`src/rtl/tle_ram.sv`:
```
// Generic simple dual-port RAM: one write port, one read port with a
// registered read that holds its data while no read is enabled. No dependencies.
`default_nettype none

module tle_ram #(
  parameter int WIDTH = 8,
  parameter int DEPTH = 64
) (
  input  wire logic                     clk,
  input  wire logic                     we,
  input  wire logic [$clog2(DEPTH)-1:0] waddr,
  input  wire logic [WIDTH-1:0]         wdata,
  input  wire logic                     re,
  input  wire logic [$clog2(DEPTH)-1:0] raddr,
  output logic      [WIDTH-1:0]         rdata
);

  logic [WIDTH-1:0] mem [DEPTH];

  // Write and registered read.
  always_ff @(posedge clk) begin
    if (we) begin
      mem[waddr] <= wdata;
    end
    if (re) begin
      rdata <= mem[raddr];
    end
  end

endmodule

`default_nettype wire

```
`config.mk`:
```
export PLATFORM = sky130hd
export DESIGN_NAME = tle_ram
export DESIGN_NICKNAME = d
export VERILOG_FILES = /design/src/rtl/tle_ram.sv
export SDC_FILE = /design/constraint.sdc
export NUM_CORES = 1
export LEC_CHECK = 0
export BUFFER_PORTS_ARGS = -buffer_cell sky130_fd_sc_hd__buf_2
export CAP_MARGIN = 20
export CORE_MARGIN = 5
export CORE_UTILIZATION = 30
export CTS_BUF_LIST = sky130_fd_sc_hd__clkbuf_2 sky130_fd_sc_hd__clkbuf_4 sky130_fd_sc_hd__clkbuf_8
export DETAILED_ROUTE_END_ITERATION = 10
export SKIP_CTS_REPAIR_TIMING = 1
export SYNTH_ARGS = -nofsm -noshare
export SYNTH_HDL_FRONTEND = slang
export SYNTH_SLANG_ARGS = --single-unit
export TNS_END_PERCENT = 5
```
`constraint.sdc`:
```
create_clock -name clk -period 3.7 [get_ports clk]
set_input_delay 0.185 -clock clk [delete_from_list [all_inputs] [get_ports clk]]
set_output_delay 0.185 -clock clk [all_outputs]
set_load 0.01 [all_outputs]
```
==> Flow_metrics.wiki, run 1 <==
{| class="wikitable"
! Metric !! Value
|-
| Status || complete, no violations
|-
| CP max-delay cell || sky130_fd_sc_hd__o311ai_1
|-
| Critical path required time || 4.07 ns
|-
| Grt ovf || 0
|-
| Post-place setup slack || 0.811 ns
|-
| Final hold violation count || 0
|-
| Sequential area share after synthesis || slightly below 80%
|-
| Initial Util || 30.2%
|-
| Maximum operating frequency || 455 MHz
|-
| Per-cell via count in the routed design || 4.98
|-
| Worst endpoint data arrival time || 2.57 ns
|-
| Cell type with the highest aggregate area in the netlist || sky130_fd_sc_hd__edfxtp_1
|-
| Via count of the routed design || 9813
|-
| Fraction of synthesis flops using an asynchronous set or reset pin || 0%
|-
| Cell area power density || approximately 500 mW/mm2
|-
| Most used cell along the critical path || sky130_fd_sc_hd__buf_4
|-
| Delay of the slowest cell on the worst path || about 0.54 ns
|-
| Global-route wire length before repair || 68700 um
|-
| R2R depth || 4
|-
| Pin count of the biggest net entering global routing || 65
|-
| Post-route non-filler standard cell count || 1971
|-
| Post-Synthesis Cells || 940
|-
| TritonCTS buffer count || 82
|-
| Root Buffer || sky130_fd_sc_hd__clkbuf_8
|-
| Worst setup skew after layout || 0.0244 ns
|-
| Unrepaired setup endpoints after global routing || no
|-
| Clock insertion delay at the later pin of the skew report || 0.65 ns
|-
| Synth-to-Final Area Change || 13.8%
|-
| # DRC || 0
|-
| Final setup vio count || 0
|-
| Setup TNS after final layout || 0 ns
|-
| Net count of the mapped netlist || 963
|-
| Clock net sink count || 520
|-
| Final worst path period need || 2.20 ns
|-
| Worst hold slack after final layout || 0.0750 ns
|-
| Count of synthesis-stage warnings from yosys || 0
|-
| Port Buffers || 30
|-
| Most area-consuming cells after synthesis || sky130_fd_sc_hd__edfxtp_1 77%, sky130_fd_sc_hd__mux4_2 14%, sky130_fd_sc_hd__nor2_1 1.5%
|-
| Maximum clock path buffer count || 3
|-
| FF+latch count, synth || 520
|-
| Synth Cell Area || 0.0202 mm2
|-
| Die Wd || 270 um
|-
| Final slew viol count || 0
|-
| RD Place Congestion || 0.767
|-
| Number of gates on the worst path with buffers counted || 6
|-
| Number of antenna-violating nets in the routed design || 0
|-
| CTS clk-pin slew, worst paths || 0.06 ns
|-
| Number of nets in the final layout || ~1100
|-
| CORE AREA || 0.0670 mm2
|-
| FP Rows || 95
|-
| Detailed placement HPWL || 28200 um
|-
| Highest fanout seen on the critical path || 42
|-
| Number of top-level pins || 31
|-
| Mean area per synthesized cell || between 20 and 25 um2
|-
| Share of cells above drive strength 1 || between 20 and 30%
|-
| Total Routed Length || roughly 47000 um
|-
| Dominant synthesized flop cell || sky130_fd_sc_hd__edfxtp_1
|-
| DIE AREA || 0.0728 mm2
|-
| Antenna violations before repair || 3
|-
| Max_cap viols || 0
|-
| Kind of start point of the critical path || input port
|-
| Number of buffers and inverters on the critical path || 2
|-
| Final period util || 59.3%
|-
| Iteration-0 DRC Markers || 952
|-
| Post-synthesis cell type count || 39
|-
| Total routing resource utilization after global routing || between 10% and 20%
|-
| Inst Count DP || 1821
|-
| Critical Path End Type || flip-flop
|-
| Fraction of post-synthesis cell area in the top cell type by area || 77.1%
|-
| Largest voltage drop on the vdd net || about 0.00024 V
|-
| Number of enable flip-flop cells after synthesis || 520
|-
| Path type of the worst min-delay path || in -> reg
|-
| Die Ht || 270 um
|-
| Routed WL per cell || approximately 24 um
|-
| Hold depth || 1
|-
| Tightest Pin Transition || 1.05 ns
|-
| Via count of the first global-routing pass || 10270
|-
| First-pass iteration count of the detailed router || 5
|-
| CTS tree || done
|-
| Worst relative slew slack || around 30%
|-
| Category of the critical setup timing path || in -> reg
|-
| Final WS setup || 1.50 ns
|-
| CP top delay family || buffers and inverters
|-
| Cell-by-cell trace of the critical path || buf_4, buf_4, mux4_2, mux2_2, o311ai_1, nand2_1
|-
| Leakage power figure || between 7 and 8 nW
|-
| Level count of the clock H-tree || 3
|}
through the flow:
stage                     area [um2]  util [%]  total power, W
after detailed placement       21500      32.0         0.00728
after global routing           23000      34.4          0.0122
after global placement         21500      32.0         0.00727
after CTS                      23000      34.3          0.0119
final                          23000      34.4          0.0118
after floorplan                20200         -         0.00702
cells in the final DEF, fill, tap and decap left out, drive strengths merged, types with 8 or more instances in the layout:
cell,netlist,final
nand3,13,13
nor2b,14,14
o22ai,8,8
mux4,126,126
mux2i,23,23
o221ai,8,8
clkinv,0,31
mux2,13,13
buf,34,60
nand2,19,19
clkbuf,17,105
edfxtp,520,520
nor2,83,83
final timing paths:
kind	start	endpoint	slack [ns]
max	raddr[2]	rdata[7]$_DFFE_PP_	1.50
min	wdata[2]	mem[19][2]$_DFFE_PP_	0.07
min reg2reg	mem[22][2]$_DFFE_PP_	rdata[2]$_DFFE_PP_	0.93
max reg2reg	mem[7][7]$_DFFE_PP_	rdata[7]$_DFFE_PP_	1.54
layout make-up:
cell class / instances / area [um2]
antenna: 2 / 5.00
clock buffer: 104 / 1290
clock inverter: 39 / 225
fill: 6272 / 44000
multi-input combinational: 369 / 4320
sequential: 520 / 15600
tap: 873 / 1090
timing repair buffer: 64 / 502
power by group:
group	leakage, nW	total, W	internal (W)	switching [W]
Sequential	4.69	0.00655	0.00654	0.0000160
Combinational	1.59	0.000608	0.000233	0.000375
Clock	0.812	0.00461	0.00238	0.00223
Total	7.09	0.0118	0.00915	0.00262
state kept, by name (all words and copies together), names as in the netlist:
register and count:
rdata 8, mem 512
Yosys cell counts (3+ instances only):
cell	count
sky130_fd_sc_hd__mux2_2	13
sky130_fd_sc_hd__a221oi_1	6
sky130_fd_sc_hd__mux4_2	126
sky130_fd_sc_hd__a211oi_1	4
sky130_fd_sc_hd__o221ai_1	8
sky130_fd_sc_hd__buf_6	4
sky130_fd_sc_hd__buf_4	13
sky130_fd_sc_hd__nor2_1	83
sky130_fd_sc_hd__nor2b_1	14
sky130_fd_sc_hd__buf_1	4
sky130_fd_sc_hd__o22ai_1	8
sky130_fd_sc_hd__o2bb2ai_1	3
sky130_fd_sc_hd__buf_2	11
sky130_fd_sc_hd__nand2_1	19
sky130_fd_sc_hd__a22oi_1	3
sky130_fd_sc_hd__nor3_1	7
sky130_fd_sc_hd__o2111ai_1	3
sky130_fd_sc_hd__nand3b_1	3
sky130_fd_sc_hd__clkbuf_1	17
sky130_fd_sc_hd__edfxtp_1	520
sky130_fd_sc_hd__a21oi_1	3
sky130_fd_sc_hd__mux2i_1	23
sky130_fd_sc_hd__nand3_1	13
sky130_fd_sc_hd__nand2b_1	7
metal layers:
metal  share of wire [%]  global-route usage [%]
met5               0.015                       0
met4                 3.0                    4.93
met3                 7.0                    3.29
met2                  48                    20.0
met1                  42                    16.8
cells by family (layout without fill, tap and decap cells):
| logic type | after synthesis | after routing | synth area share [%] |
|---|---|---|---|
| DFF | 520 | 520 | 77.1 |
| other | 0 | 2 | 0 |
| AOI/OAI and AO/OA | 54 | 54 | 2.06 |
| and+or+nand+nor | 153 | 153 | 3.37 |
| buffers and inverters | 51 | 207 | 1.56 |
| muxes | 162 | 162 | 15.9 |
(Power assumes the default switching activity.)
==> run 2, diff against run 1 <==
Clock period 3.7 ns to 2.08 ns, I/O delays scaled along.
==> run 2 against run 1 <==
Compared with the run above: clock power increased by 75%; sequential share of layout area decreased by 3.2 points; via count increased by 2.9%; hold slack got worse by 0.069 ns; worst setup slack got worse by 1.5 ns; clock skew decreased by 0.0038 ns; global-route usage increased by 0.073 points; first-iteration DRC count decreased by 20%; largest cell class unchanged.
==> Flow_metrics.wiki, run 2 (same netlist as run 1, synthesis figures left out) <==
{| class="wikitable"
! Metric !! Value
|-
| Cell-by-cell trace of the critical path || mux4_2, mux2_2, o221a_2, nor3_4, o32ai_1 (was buf_4, buf_4, mux4_2, mux2_2, o311ai_1, nand2_1)
|-
| Maximum operating frequency || 488 MHz
|-
| CORE AREA || 0.0670 mm2 (unchanged)
|-
| Path type of the worst min-delay path || in -> reg (unchanged)
|-
| Largest voltage drop on the vdd net || 0.000382 V (was 0.000242 V)
|-
| Share of cells above drive strength 1 || 37.1% (was 29.6%)
|-
| Number of top-level pins || 31 (unchanged)
|-
| # DRC || 0 (unchanged)
|-
| RD Place Congestion || 0.777 (was 0.767)
|-
| Via count of the routed design || 10099 (was 9813)
|-
| R2R depth || 5 (was 4)
|-
| Via count of the first global-routing pass || 10718 (was 10270)
|-
| Final hold violation count || 0 (unchanged)
|-
| CTS tree || done (unchanged)
|-
| FP Rows || 95 (unchanged)
|-
| Reg2reg end || rdata[4]$_DFFE_PP_ (was rdata[7]$_DFFE_PP_)
|-
| Number of antenna-violating nets in the routed design || 0 (unchanged)
|-
| Setup TNS after final layout || 0 ns (unchanged)
|-
| DIE AREA || 0.0728 mm2 (unchanged)
|-
| Total routing resource utilization after global routing || 12.7% (was 12.6%)
|-
| Worst endpoint data arrival time || 2.43 ns (was 2.57 ns)
|-
| Maximum clock path buffer count || 3 (unchanged)
|-
| Per-cell via count in the routed design || 4.80 (was 4.98)
|-
| Setup slack, reg-to-reg || 0.03 ns (was 1.54 ns)
|-
| TritonCTS buffer count || 80 (was 82)
|-
| Detailed placement HPWL || 30500 um (was 28200 um)
|-
| Launch point of the worst reg-to-reg path || mem[24][4]$_DFFE_PP_ (was mem[7][7]$_DFFE_PP_)
|-
| Level count of the clock H-tree || 3 (unchanged)
|-
| Hold depth || 3 (was 1)
|-
| Port Buffers || 30 (unchanged)
|-
| Worst relative slew slack || 54.3% (was 29.9%)
|-
| Iteration-0 DRC Markers || 762 (was 952)
|-
| Root Buffer || sky130_fd_sc_hd__clkbuf_8 (unchanged)
|-
| Final worst path period need || 2.05 ns
|-
| Die Wd || 270 um (unchanged)
|-
| Post-layout power || 0.0209 W (was 0.0118 W)
|-
| Final period util || 98.5%
|-
| Worst hold slack after final layout || 0.00557 ns (was 0.0750 ns)
|-
| Category of the critical setup timing path || reg -> reg (was in -> reg)
|-
| Number of nets in the final layout || 1194 (was 1060)
|-
| Largest reg by FF count || mem (unchanged)
|-
| Delay of the slowest cell on the worst path || 0.46 ns (was 0.54 ns)
|-
| Grt ovf || 0 (unchanged)
|-
| CP max-delay cell || sky130_fd_sc_hd__mux4_2 (was sky130_fd_sc_hd__o311ai_1)
|-
| Pin count of the biggest net entering global routing || 65 (unchanged)
|-
| Instance area after placement || 0.0226 mm2 (was 0.0215 mm2)
|-
| Synth-to-Final Area Change || 19.5% (was 13.8%)
|-
| Cell area power density || 865 mW/mm2 (was 511 mW/mm2)
|-
| First-pass iteration count of the detailed router || 4 (was 5)
|-
| Die Ht || 270 um (unchanged)
|-
| Final setup vio count || 0 (unchanged)
|-
| Max FFs per register || 512 (unchanged)
|-
| Clock insertion delay at the later pin of the skew report || 0.65 ns (about the same)
|-
| Tightest Pin Transition || 0.679 ns (was 1.05 ns)
|-
| Antenna violations before repair || 2 (was 3)
|-
| Routed WL per cell || 22.0 um (was 23.6 um)
|-
| Commonest non-fill, non-tap cells in the layout || 520 x sky130_fd_sc_hd__edfxtp_1, 152 x sky130_fd_sc_hd__buf_4, 126 x sky130_fd_sc_hd__mux4_2 (was 520 x sky130_fd_sc_hd__edfxtp_1, 126 x sky130_fd_sc_hd__mux4_2, 83 x sky130_fd_sc_hd__nor2_1, 83 x sky130_fd_sc_hd__clkbuf_8)
|-
| Highest fanout seen on the critical path || 1 (was 42)
|-
| Total Routed Length || 46300 um (was 46500 um)
|-
| Final core utilization || 36.1% (was 34.4%)
|-
| Setup crit start || mem[24][4]$_DFFE_PP_ (was raddr[2])
|-
| Most common library cell in the layout ignoring fill and taps || sky130_fd_sc_hd__edfxtp_1 (unchanged)
|-
| Worst setup skew after layout || 0.0206 ns (was 0.0244 ns)
|-
| Initial Util || 30.2% (unchanged)
|-
| Post-route cell area || 0.0242 mm2 (was 0.0230 mm2)
|-
| Largest regs || mem x512, rdata x8 (unchanged)
|-
| Critical Path End Type || flip-flop (unchanged)
|-
| Kind of start point of the critical path || flip-flop (was input port)
|-
| Unrepaired setup endpoints after global routing || yes (was no)
|-
| Final slew viol count || 0 (unchanged)
|-
| Critical path required time || 2.46 ns (was 4.07 ns)
|-
| Leakage power figure || 7.80 nW (was 7.09 nW)
|-
| Global-route wire length before repair || 69500 um (was 68700 um)
|-
| Clock net sink count || 520 (unchanged)
|-
| Status || complete, no violations (unchanged)
|-
| Max_cap viols || 0 (unchanged)
|-
| Timing endpoint of the critical path || rdata[4]$_DFFE_PP_ (was rdata[7]$_DFFE_PP_)
|-
| CTS clk-pin slew, worst paths || 0.06 ns (about the same)
|}
run 2: worst min-delay path by stage:
stage / startpoint / end / slack (ns)
final: waddr[1] / mem[50][1]$_DFFE_PP_ / 0.006
after CTS: wdata[5] / mem[34][5]$_DFFE_PP_ / -0.24
after floorplan: wdata[0] / mem[0][0]$_DFFE_PP_ / 0.20
after global routing: raddr[5] / rdata[2]$_DFFE_PP_ / 0.003
after detailed placement: wdata[5] / mem[34][5]$_DFFE_PP_ / 0.47
after global placement: wdata[5] / mem[34][5]$_DFFE_PP_ / 0.46
run 2: area by class of cell:
cell class	instances	area, um2
Fill cell	6180	42900
Sequential cell	520	15600
Multi-Input combinational cell	369	4350
Timing Repair Buffer	200	1620
Clock buffer	98	1240
Tap cell	873	1090
Clock inverter	45	265
Antenna cell	1	2.50
run 2: where the power goes:
group	switching (W)	leakage (nW)	internal (W)
registers	0.0000298	4.69	0.0116
clock network	0.00384	0.791	0.00421
logic	0.000697	2.33	0.000529
run 2: metrics by stage:
step | cells | setup slack [ns]
floorplan | 940 | 0.170
global placement | 1955 | -0.397
detailed placement | 1955 | -0.388
CTS | 2098 | -0.223
global route | 2106 | -0.0115
finish | 2106 | 0.0305
run 2: per-layer routing:
metal | wire length [um] | track usage (%) | up-vias
met5 | 13 | 0 | -
met4 | 1290 | 4.48 | 2
met2 | 22600 | 20.7 | 303
met1 | 19400 | 16.6 | 5299
met3 | 2980 | 3.33 | 84
li1 | - | - | 4411
run 2: worst max-delay path, delay by kind of cell, from the launching register on:
| kind | cells | cell delay, ns |
|---|---|---|
| multiplexers | 2 | 0.75 |
| flip-flops | 1 | 0.38 |
| AO/OA/AOI/OAI | 2 | 0.42 |
| AND/OR/NAND/NOR | 1 | 0.24 |
